## src/hw/rtl/tcprc_pkg.sv

```systemverilog
// Shared types, constants and helpers of the two-channel PI / relay controller.
package tcprc_pkg;

   localparam int unsigned OUT_LIMIT   = 200;
   localparam int unsigned FAULT_LEVEL = 850;
   localparam int unsigned FRAC_BITS   = 12;

   localparam int unsigned PV_W    = 10;
   localparam int unsigned GAIN_W  = 16;
   localparam int unsigned HYST_W  = 8;
   localparam int unsigned DRIVE_W = 8;
   localparam int unsigned INTEG_W = 22;
   localparam int unsigned ERR_W   = PV_W + 1;
   localparam int unsigned PROD_W  = ERR_W + GAIN_W + 1;
   localparam int unsigned SUM_W   = PROD_W + 2;
   localparam int unsigned CLAMP_HI_VAL = OUT_LIMIT << FRAC_BITS;
   localparam int unsigned CLAMP_W = $clog2(CLAMP_HI_VAL + 1);

   localparam int unsigned ADDR_W = 5;
   localparam int unsigned DATA_W = 32;

   localparam logic [PV_W-1:0]    FAULT_THRESH = PV_W'(FAULT_LEVEL);
   localparam logic [DRIVE_W-1:0] DRIVE_FULL   = '1;
   localparam logic [DRIVE_W-1:0] DRIVE_OFF    = '0;
   localparam logic signed [SUM_W-1:0] CLAMP_HI = SUM_W'(CLAMP_HI_VAL);

   typedef enum logic [2:0] {
      REG_SETPOINT_TEMP       = 3'd0,
      REG_SETPOINT_HUMID      = 3'd1,
      REG_PROP_GAIN_TEMP      = 3'd2,
      REG_PROP_GAIN_HUMID     = 3'd3,
      REG_INTEGRAL_GAIN_TEMP  = 3'd4,
      REG_INTEGRAL_GAIN_HUMID = 3'd5,
      REG_RELAY_MODE          = 3'd6,
      REG_HYSTERESIS          = 3'd7
   } reg_index_type;

   typedef struct packed {
      logic            channel;
      logic [PV_W-1:0] process_value;
      logic            pin_on;
   } req_type;

   typedef struct packed {
      logic [DRIVE_W-1:0] drive;
      logic               sensor_fault;
   } rsp_type;

   typedef struct packed {
      logic [1:0][PV_W-1:0]   setpoint;
      logic [1:0][GAIN_W-1:0] prop_gain;
      logic [1:0][GAIN_W-1:0] integral_gain;
      logic [1:0]             relay_mode;
      logic [HYST_W-1:0]      hysteresis;
   } cfg_type;

   // Saturate a signed Q.12 value to 0 .. OUT_LIMIT.
   function automatic logic [CLAMP_W-1:0] clamp_out(input logic signed [SUM_W-1:0] v);
      logic [CLAMP_W-1:0] r;
      if (v < 0) begin
         r = '0;
      end else if (v > CLAMP_HI) begin
         r = CLAMP_HI[CLAMP_W-1:0];
      end else begin
         r = v[CLAMP_W-1:0];
      end
      return r;
   endfunction

endpackage

```

## src/hw/rtl/tcprc_csr.sv

```systemverilog
// Configuration register file with an APB-style access port.
module tcprc_csr (
   input  logic                          clock,
   input  logic                          reset,
   input  logic                          psel,
   input  logic                          penable,
   input  logic                          pwrite,
   input  logic [tcprc_pkg::ADDR_W-1:0]  paddr,
   input  logic [tcprc_pkg::DATA_W-1:0]  pwdata,
   output logic [tcprc_pkg::DATA_W-1:0]  prdata,
   output logic                          pready,
   output tcprc_pkg::cfg_type            cfg
);
   import tcprc_pkg::*;

   cfg_type       cfg_ff;
   cfg_type       cfg_in;
   reg_index_type index;
   logic          wr_en;

   assign index  = reg_index_type'(paddr[ADDR_W-1:2]);
   assign wr_en  = psel && penable && pwrite;
   assign pready = 1'b1;
   assign cfg    = cfg_ff;

   always_comb begin
      cfg_in = cfg_ff;
      if (wr_en) begin
         case (index)
            REG_SETPOINT_TEMP:       cfg_in.setpoint[0]      = pwdata[PV_W-1:0];
            REG_SETPOINT_HUMID:      cfg_in.setpoint[1]      = pwdata[PV_W-1:0];
            REG_PROP_GAIN_TEMP:      cfg_in.prop_gain[0]     = pwdata[GAIN_W-1:0];
            REG_PROP_GAIN_HUMID:     cfg_in.prop_gain[1]     = pwdata[GAIN_W-1:0];
            REG_INTEGRAL_GAIN_TEMP:  cfg_in.integral_gain[0] = pwdata[GAIN_W-1:0];
            REG_INTEGRAL_GAIN_HUMID: cfg_in.integral_gain[1] = pwdata[GAIN_W-1:0];
            REG_RELAY_MODE:          cfg_in.relay_mode       = pwdata[1:0];
            REG_HYSTERESIS:          cfg_in.hysteresis       = pwdata[HYST_W-1:0];
            default:                 cfg_in = cfg_ff;
         endcase
      end
   end

   always_comb begin
      case (index)
         REG_SETPOINT_TEMP:       prdata = DATA_W'(cfg_ff.setpoint[0]);
         REG_SETPOINT_HUMID:      prdata = DATA_W'(cfg_ff.setpoint[1]);
         REG_PROP_GAIN_TEMP:      prdata = DATA_W'(cfg_ff.prop_gain[0]);
         REG_PROP_GAIN_HUMID:     prdata = DATA_W'(cfg_ff.prop_gain[1]);
         REG_INTEGRAL_GAIN_TEMP:  prdata = DATA_W'(cfg_ff.integral_gain[0]);
         REG_INTEGRAL_GAIN_HUMID: prdata = DATA_W'(cfg_ff.integral_gain[1]);
         REG_RELAY_MODE:          prdata = DATA_W'(cfg_ff.relay_mode);
         REG_HYSTERESIS:          prdata = DATA_W'(cfg_ff.hysteresis);
         default:                 prdata = '0;
      endcase
   end

   always_ff @(posedge clock) begin
      if (reset) begin
         cfg_ff <= '0;
      end else begin
         cfg_ff <= cfg_in;
      end
   end

endmodule

```

## src/hw/rtl/tcprc_core.sv

```systemverilog
// Per-sample control law: fault check, relay switching and PI with anti-windup.
module tcprc_core (
   input  logic                 clock,
   input  logic                 reset,
   input  tcprc_pkg::cfg_type   cfg,
   input  tcprc_pkg::req_type   item,
   input  logic                 update,
   output tcprc_pkg::rsp_type   rsp
);
   import tcprc_pkg::*;

   logic signed [INTEG_W-1:0] integ_ff [2];
   logic signed [INTEG_W-1:0] integ_in;

   logic                       ch;
   logic                       fault;
   logic                       relay;
   logic [PV_W-1:0]            sp;
   logic [GAIN_W-1:0]          kp;
   logic [GAIN_W-1:0]          ki;
   logic signed [ERR_W-1:0]    err;
   logic signed [PROD_W-1:0]   err_ext;
   logic signed [PROD_W-1:0]   prop_prod;
   logic signed [PROD_W-1:0]   int_prod;
   logic [CLAMP_W-1:0]         p_clamped;
   logic signed [SUM_W-1:0]    acc;
   logic signed [SUM_W-1:0]    total;
   logic [CLAMP_W-1:0]         u_clamped;
   logic signed [CLAMP_W:0]    windup;
   logic [DRIVE_W-1:0]         relay_drive;
   logic                       integ_we;

   assign ch    = item.channel;
   assign sp    = cfg.setpoint[ch];
   assign kp    = cfg.prop_gain[ch];
   assign ki    = cfg.integral_gain[ch];
   assign relay = cfg.relay_mode[ch];
   assign fault = item.process_value >= FAULT_THRESH;

   assign err     = $signed({1'b0, sp}) - $signed({1'b0, item.process_value});
   assign err_ext = PROD_W'(err);

   assign prop_prod = err_ext * $signed({{(PROD_W-GAIN_W){1'b0}}, kp});
   assign int_prod  = err_ext * $signed({{(PROD_W-GAIN_W){1'b0}}, ki});

   assign p_clamped = clamp_out(SUM_W'(prop_prod));
   assign acc       = SUM_W'(integ_ff[ch]) + SUM_W'(int_prod);
   assign total     = $signed({{(SUM_W-CLAMP_W){1'b0}}, p_clamped}) + acc;
   assign u_clamped = clamp_out(total);

   // Back-calculation: integrator keeps only what the clamped output allows.
   assign windup   = $signed({1'b0, u_clamped}) - $signed({1'b0, p_clamped});
   assign integ_in = INTEG_W'(windup);
   assign integ_we = update && !fault && !relay;

   always_comb begin
      if (err > $signed({{(ERR_W-HYST_W){1'b0}}, cfg.hysteresis})) begin
         relay_drive = DRIVE_FULL;
      end else if (err < 0) begin
         relay_drive = DRIVE_OFF;
      end else begin
         relay_drive = item.pin_on ? DRIVE_FULL : DRIVE_OFF;
      end
   end

   always_comb begin
      rsp.sensor_fault = fault;
      if (fault) begin
         rsp.drive = DRIVE_OFF;
      end else if (relay) begin
         rsp.drive = relay_drive;
      end else begin
         rsp.drive = u_clamped[FRAC_BITS +: DRIVE_W];
      end
   end

   always_ff @(posedge clock) begin
      if (reset) begin
         integ_ff[0] <= '0;
         integ_ff[1] <= '0;
      end else if (integ_we) begin
         integ_ff[ch] <= integ_in;
      end
   end

   a_integ0_bound: assert property (@(posedge clock) disable iff (reset)
      (integ_ff[0] <= $signed(INTEG_W'(CLAMP_HI_VAL)))
      && (integ_ff[0] >= -$signed(INTEG_W'(CLAMP_HI_VAL))))
      else $error("integrator 0 outside output range");

   a_integ1_bound: assert property (@(posedge clock) disable iff (reset)
      (integ_ff[1] <= $signed(INTEG_W'(CLAMP_HI_VAL)))
      && (integ_ff[1] >= -$signed(INTEG_W'(CLAMP_HI_VAL))))
      else $error("integrator 1 outside output range");

   a_fault_hold: assert property (@(posedge clock) disable iff (reset)
      (update && fault) |=> $stable(integ_ff[0]) && $stable(integ_ff[1]))
      else $error("integrator changed on a faulted sample");

   a_pi_limit: assert property (@(posedge clock) disable iff (reset)
      (!fault && !relay) |-> (rsp.drive <= DRIVE_W'(OUT_LIMIT)))
      else $error("PI drive above output limit");

endmodule

```

## src/hw/rtl/two_channel_pi_relay_controller_unit.sv

```systemverilog
// Two-channel PI / relay controller: each request passes an input register, then a response register.
// Throughput one sample per cycle while the response is not stalled; the control law runs
// in one pass between the input and response registers, integrator written at the same edge.
// Synchronous active-high reset clears all configuration registers, both
// integrators and both valid flags; the block accepts samples right after reset.
module two_channel_pi_relay_controller_unit (
   input  logic                          clock,
   input  logic                          reset,
   input  logic                          req_valid,
   output logic                          req_ready,
   input  tcprc_pkg::req_type            req_data,
   output logic                          rsp_valid,
   input  logic                          rsp_ready,
   output tcprc_pkg::rsp_type            rsp_data,
   input  logic                          psel,
   input  logic                          penable,
   input  logic                          pwrite,
   input  logic [tcprc_pkg::ADDR_W-1:0]  paddr,
   input  logic [tcprc_pkg::DATA_W-1:0]  pwdata,
   output logic [tcprc_pkg::DATA_W-1:0]  prdata,
   output logic                          pready
);
   import tcprc_pkg::*;

   cfg_type cfg;
   req_type in_data_ff;
   logic    in_valid_ff;
   logic    in_valid_in;
   rsp_type out_data_ff;
   logic    out_valid_ff;
   logic    out_valid_in;
   rsp_type core_rsp;
   logic    out_free;
   logic    advance;
   logic    take;

   tcprc_csr u_csr (
      .clock   (clock),
      .reset   (reset),
      .psel    (psel),
      .penable (penable),
      .pwrite  (pwrite),
      .paddr   (paddr),
      .pwdata  (pwdata),
      .prdata  (prdata),
      .pready  (pready),
      .cfg     (cfg)
   );

   tcprc_core u_core (
      .clock  (clock),
      .reset  (reset),
      .cfg    (cfg),
      .item   (in_data_ff),
      .update (advance),
      .rsp    (core_rsp)
   );

   assign out_free  = !out_valid_ff || rsp_ready;
   assign advance   = in_valid_ff && out_free;
   assign req_ready = !in_valid_ff || advance;
   assign take      = req_valid && req_ready;
   assign rsp_valid = out_valid_ff;
   assign rsp_data  = out_data_ff;

   always_comb begin
      if (take) begin
         in_valid_in = 1'b1;
      end else if (advance) begin
         in_valid_in = 1'b0;
      end else begin
         in_valid_in = in_valid_ff;
      end
      if (advance) begin
         out_valid_in = 1'b1;
      end else if (rsp_ready) begin
         out_valid_in = 1'b0;
      end else begin
         out_valid_in = out_valid_ff;
      end
   end

   always_ff @(posedge clock) begin
      if (reset) begin
         in_valid_ff  <= 1'b0;
         out_valid_ff <= 1'b0;
      end else begin
         in_valid_ff  <= in_valid_in;
         out_valid_ff <= out_valid_in;
      end
   end

   // Hold payloads while their stage stalls.
   always_ff @(posedge clock) begin
      if (take) begin
         in_data_ff <= req_data;
      end
      if (advance) begin
         out_data_ff <= core_rsp;
      end
   end

   a_stall_full: assert property (@(posedge clock) disable iff (reset)
      !req_ready |-> (in_valid_ff && out_valid_ff))
      else $error("request stalled with a free stage");

   a_advance_lands: assert property (@(posedge clock) disable iff (reset)
      advance |=> out_valid_ff)
      else $error("computed result lost");

   a_fault_zero: assert property (@(posedge clock) disable iff (reset)
      (out_valid_ff && out_data_ff.sensor_fault) |-> (out_data_ff.drive == DRIVE_OFF))
      else $error("faulted response with nonzero drive");

endmodule

```

## config.mk

```make
export PLATFORM = sky130hd
export DESIGN_NAME = two_channel_pi_relay_controller_unit
export DESIGN_NICKNAME = d
export VERILOG_FILES = /design/src/hw/rtl/tcprc_pkg.sv /design/src/hw/rtl/tcprc_csr.sv /design/src/hw/rtl/tcprc_core.sv /design/src/hw/rtl/two_channel_pi_relay_controller_unit.sv
export SDC_FILE = /design/constraint.sdc
export NUM_CORES = 1
export LEC_CHECK = 0
export ABC_AREA = 1
export BUFFER_PORTS_ARGS = -buffer_cell sky130_fd_sc_hd__clkbuf_2
export CAP_MARGIN = 40
export CORE_AREA = 10 10 160 274
export CTS_CLUSTER_DIAMETER = 60
export DETAILED_ROUTE_END_ITERATION = 8
export DIE_AREA = 0 0 170 284
export GPL_TIMING_DRIVEN = 0
export HOLD_SLACK_MARGIN = 0.12
export PLACE_DENSITY = 0.8
export SLEW_MARGIN = 0
export SYNTH_ARGS = -nofsm -noshare
export SYNTH_HDL_FRONTEND = slang
export SYNTH_SLANG_ARGS = --single-unit
```

## constraint.sdc

```tcl
create_clock -name clock -period 14.5 [get_ports clock]
set_input_delay 2.9 -clock clock [delete_from_list [all_inputs] [get_ports clock]]
set_output_delay 2.9 -clock clock [all_outputs]
set_load 0.01 [all_outputs]
```

# After elaboration in Yosys (flattened, before gate mapping)
# Memories as Yosys holds them, arrays and structs flattened. A register that Yosys moved wholly into a read port is not among the register bits.
# Cells that the tools add are included.
[totals] mem_count=1 mem_bits_rw=44 ff_bits=117 word_cells=91
[op_classes] muxes=30 reduce_logical=24 n_eq_ne=7 addsub=4 order_cmp=8 multipliers=2
[mem_list] memory="u_core.integ_ff" words=2 word_bits=22 rd=1 rd_ports_with_merged_regs=1 write_ports=2 line="tcprc_core.sv:12" source="logic signed [INTEG_W-1:0] integ_ff [2];"
[op_table] operator="$pmux W32 S8" count=1
[op_table] operator="$mux W20" count=4
[op_table] operator="$mux W16" count=4
[op_table] operator="$mul A11 B17 Y28" count=2
[op_table] operator="$mux W8" count=4
[op_table] operator="$add A21 B29 Y30" count=1
[op_table] operator="$gt A30 B21 Y1 const B" count=1
[op_table] operator="$lt A30 B1 Y1 const B" count=1
[op_table] operator="$add A22 B28 Y29" count=1
[op_table] operator="$gt A28 B21 Y1 const B" count=1
[op_table] operator="$lt A28 B1 Y1 const B" count=1
[op_table] operator="$mux W22" count=1
[op_table] operator="$reduce_or A22 Y1" count=1
[op_table] operator="$sub A20 B20 Y21" count=1
[op_table] operator="$mux W10" count=2
[op_table] operator="$reduce_and A2 Y1" count=8
[op_table] operator="$mux W1" count=14
[op_table] operator="$eq A3 B3 Y1 const B" count=4
[op_table] operator="$gt A11 B9 Y1" count=1
[op_table] operator="$lt A11 B1 Y1 const B" count=1
[op_table] operator="$sub A10 B10 Y11" count=1
[op_table] operator="$ge A10 B10 Y1 const B" count=1
[op_table] operator="$eq A3 B2 Y1 const B" count=2
[op_table] operator="$logic_and A1 B1 Y1" count=6
[op_table] operator="6 further kinds" count=11

# Depth between registers and ports, before layout
[logic_depth] depth_word=13 depth_mapped=91 mapped_depth_nobuf=85

# By module
# From an unflattened synthesis, not the netlist that was laid out.
[unflattened] hier_cells=3245 area_unflattened_um2=23974.2
[modules_own_cells] mod="tcprc_core" instances=1 cells_per_inst=2572 area_per_inst_um2=18674.2
[modules_own_cells] mod="tcprc_csr" instances=1 cells_per_inst=640 area_per_inst_um2=4578.1
[modules_own_cells] mod="two_channel_pi_relay_controller_unit" instances=1 cells_per_inst=33 area_per_inst_um2=721.9

# Least setup slack after synthesis
# OpenSTA, ideal clock, no wires.
[synth_timing] kind="register -> register" startpoint="register in_data_ff[11] (netlist bit)" endpoint="memory u_core.integ_ff[1][14], data pin" setup_time_ps=266 path_slack_ps=979 required_time_ps=14234 t_arrival_ps=13255 stages_incl_launch_ff=76 path_cell_list="edfxtp_1 -> buf_2 -> clkbuf_1 -> clkbuf_1 -> buf_1 -> nand2_1 -> o21ai_0 -> ha_1 -> inv_1 -> fa_1 -> a21oi_2 -> o21ai_0 -> or2_2 -> and2_1 -> inv_1 -> clkbuf_1 -> nor2_1 -> fa_1 -> [... 40 more ...] -> nand2_1 -> nand3_1 -> nor2_1 -> nand3_2 -> nor2_4 -> nand2_4 -> buf_6 -> nor2_1 -> ha_1 -> a21oi_1 -> o21ai_0 -> nand2_1 -> o211ai_1 -> a21oi_1 -> o21ai_0 -> a21boi_0 -> xor2_1 -> nor2_1"
[synth_rtl] item="from (decl)" line="two_channel_pi_relay_controller_unit.sv:26" source="req_type in_data_ff;"
[synth_rtl] item="from (signal assigned)" line="two_channel_pi_relay_controller_unit.sv:96" source="in_data_ff <= req_data;"
[synth_rtl] item="to (decl)" line="tcprc_core.sv:12"

==> run metrics <==
outcome=finished, final reports clean; Die X=170 um; CP endpoint kind=flip-flop; most common cell after layout, fill and taps aside=inv_1; fin cells=3664; post-route cell area=26280 um2; reg2reg end=u_core.integ_ff[0][14]; hold buffers post-CTS=0; Detailed Routing Iterations Pass 1=8; crit-path max FO=16; Distinct cells, synth=58; Post-layout nets=3728; critical path launch point type=flip-flop; number of flops mapped to enable cells by yosys=63; hpwl dp=68670 um; initial core utilization=58.47%; Post-DP Area=24010 um2; # diodes=0; TritonCTS Sinks=160; Synth Area per Inst=7.647 um2; Hold Worst Slack=475.9 ps; largest net degree at the start of global routing=20; Post-Synthesis Cells=2985; Iter 0 DRT Violations=1758; Buffers & Inverters on Critical Path=16; register area share after synthesis=16.79%; Fin. Hold Viols=0; slowest stage cell on the critical path=fa_2; Root Driver=clkbuf_16; clk_lat worst skew=470 ps; Overflow after GRT=0; min-delay worst type=flip-flop to flip-flop; initial antenna violation count=1; Vias=21.39k; GR Layer Usage met2=61.33%; endpoints failing setup=0; Reg area=3834 um2; busiest grt layer=met2; Hold Crit Start=u_csr.cfg[30]; Synth Area in XOR/XNOR=1.831%; ranking of synthesized cells by area=fa_1 26%, ha_1 11%, inv_1 11%; Top Ports=100; Largest stage delay, worst path=730 ps; fraction of registers with async set/reset=0%; most frequent CP cell=nand2_1; H-tree Lvls=4; MaxCap Viol Count=0; slew of the pin with the lowest slew margin=952.2 ps; area of the multi-input gates=17130 um2; total track usage=34.70%; Synth Area in Adders=37.94%; hold path endpoint=u_csr.cfg[30]; die height=284 um; Power per Cell Area=142.2 nW/um2; Remaining DRCs=0; dominant synthesized flop cell=dfxtp_1; clk slew on worst S/H paths=80 ps; fill count=3241; most frequent cells in the layout=639 x inv_1, 527 x nand2_1, 339 x nor2_1; flop-to-flop setup slack=360 ps; fmax=70.70 MHz; Data arrival, critical path=14340 ps; Max Transition Viols Final=0; FP Rows=96; Peak VDD IR=0.0001330 V; Compound-Gate Fraction of Synth Area=9.965%; Num CTS Buffers=17; Via density=5.838; min cycle time layout=14140 ps; RePlAce Congestion=1.081; Worst slew margin=36.09%; largest family of logic cells by synthesized area=adder cells; #FFs+latches synth=160; period utilization=97.54%; grt met3 use=6.350%; Worst EP required=14700 ps; clk_skew=18.90 ps; layout cells sized above 1=14.52%; Routed WL=84340 um; vias in the first global route=22.19k; first-pass GRT wire length=124800 um; IO Port Bufs=64; Routed wire per std cell=23.02 um; CTS tree=built; full die area=48280 um2; P_leak=12.76 nW; core box area=39040 um2; Area Overhead vs Synth=15.14%; Worst Reg-to-Reg Cells=72; met1 Use GR=31.81%; Post-Synth Simple-Gate Area=19.77%; synth warn=0; remaining antenna violation count=0; final core utilization=67.33%; cell area after synthesis=22830 um2; CP top delay family=adder cells; area share of the largest cell type after synthesis=26.49%; Clock Tree Buf Depth=2; Worst R2R Start=in_data_ff[11]; cell depth of the worst setup path=72; worst hold stages=2; Synth area leader=fa_1; number of cells after detailed placement=3577; multiplexer share of the synthesized area=0.8989%; critical path type=flip-flop to flip-flop
-- cell usage after synthesis (9+ instances only) --
| cell | n |
|---|---|
| inv_1 | 649 |
| nand2_1 | 565 |
| nor2_1 | 362 |
| fa_1 | 302 |
| ha_1 | 209 |
| a21oi_1 | 153 |
| o21ai_0 | 137 |
| dfxtp_1 | 97 |
| clkbuf_1 | 70 |
| edfxtp_1 | 63 |
| nand3_1 | 59 |
| o21ai_1 | 29 |
| xor2_1 | 25 |
| nand4_1 | 23 |
| nand2_2 | 21 |
| xnor2_1 | 19 |
| buf_4 | 18 |
| mux2i_1 | 16 |
| a22oi_1 | 11 |
| nor3_1 | 10 |
| nor2_2 | 9 |
| o22ai_1 | 9 |
-- final cells by class --
class	instances	area share, %
Buffer	92	2.342
Clock inverter	14	0.5998
Sequential cell	160	14.59
Timing Repair Buffer	147	3.837
Tap cell	490	2.333
Multi-Input combinational cell	2089	65.19
Clock buffer	18	1.714
Inverter	654	9.402
-- kinds of logic (layout without fill, tap and decap cells) --
kind of cell / count (synthesis) / after routing
other: 2 / 17
muxes: 20 / 20
adders and majority gates: 511 / 511
AOI/OAI and AO/OA: 404 / 404
buffers and inverters: 752 / 925
DFF: 160 / 160
xor gates and xnor gates: 46 / 46
and+or+nand+nor: 1090 / 1091
-- how the worst max path moves through the flow --
stage                             end           start
2_1_floorplan  u_core.integ_ff[1][14]  in_data_ff[11]
3_3_place_gp   u_core.integ_ff[0][19]  in_data_ff[11]
6_report       u_core.integ_ff[0][14]  in_data_ff[11]
3_5_place_dp   u_core.integ_ff[0][19]  in_data_ff[11]
4_1_cts        u_core.integ_ff[0][14]  in_data_ff[11]
5_1_grt        u_core.integ_ff[1][13]  in_data_ff[11]
-- through the flow --
step,worst slack (ps),setup TNS (ps),power [mW]
floorplan,978.8,0,2.050
global placement,-2561,-93490,2.623
detailed placement,-2754,-101510,2.660
CTS,0.1430,0,3.319
global route,-197.2,-2557,3.987
finish,356.6,0,3.739
-- sequential cells by signal (all words and copies together), names as in the netlist, named ones only --
register and flops:
u_csr.cfg 94, rsp_valid 1, in_valid_ff 1, in_data_ff 12
rsp_data 9, u_core.integ_ff 42
-- tightest hold or removal path, cell delays in order (launching register included) --
cell     delay [ps]
dfxtp_1         310
inv_1            60
a21oi_1          60
-- power breakdown --
group / total [mW] / internal [mW] / switching (mW)
combinational: 2.78 / 1.02 / 1.76
sequential: 0.490 / 0.484 / 0.00586
clock: 0.467 / 0.241 / 0.225
total: 3.74 / 1.75 / 1.99
-- timing repair --
action,in CTS,in global routing
setup buffers,17,38
resized for setup,105,207
pin swaps,14,68
gates cloned,0,2
endpoints found under the hold margin,0,0
setup endpoints to repair,50,40
-- per-layer routing --
layer / share of wire [%] / routed length [um]
met4: 13 / 10680
met1: 30 / 25660
met5: 0.017 / 14
met2: 51 / 42630
met3: 6.3 / 5354
Note: power is estimated with default switching activity, not from simulation.
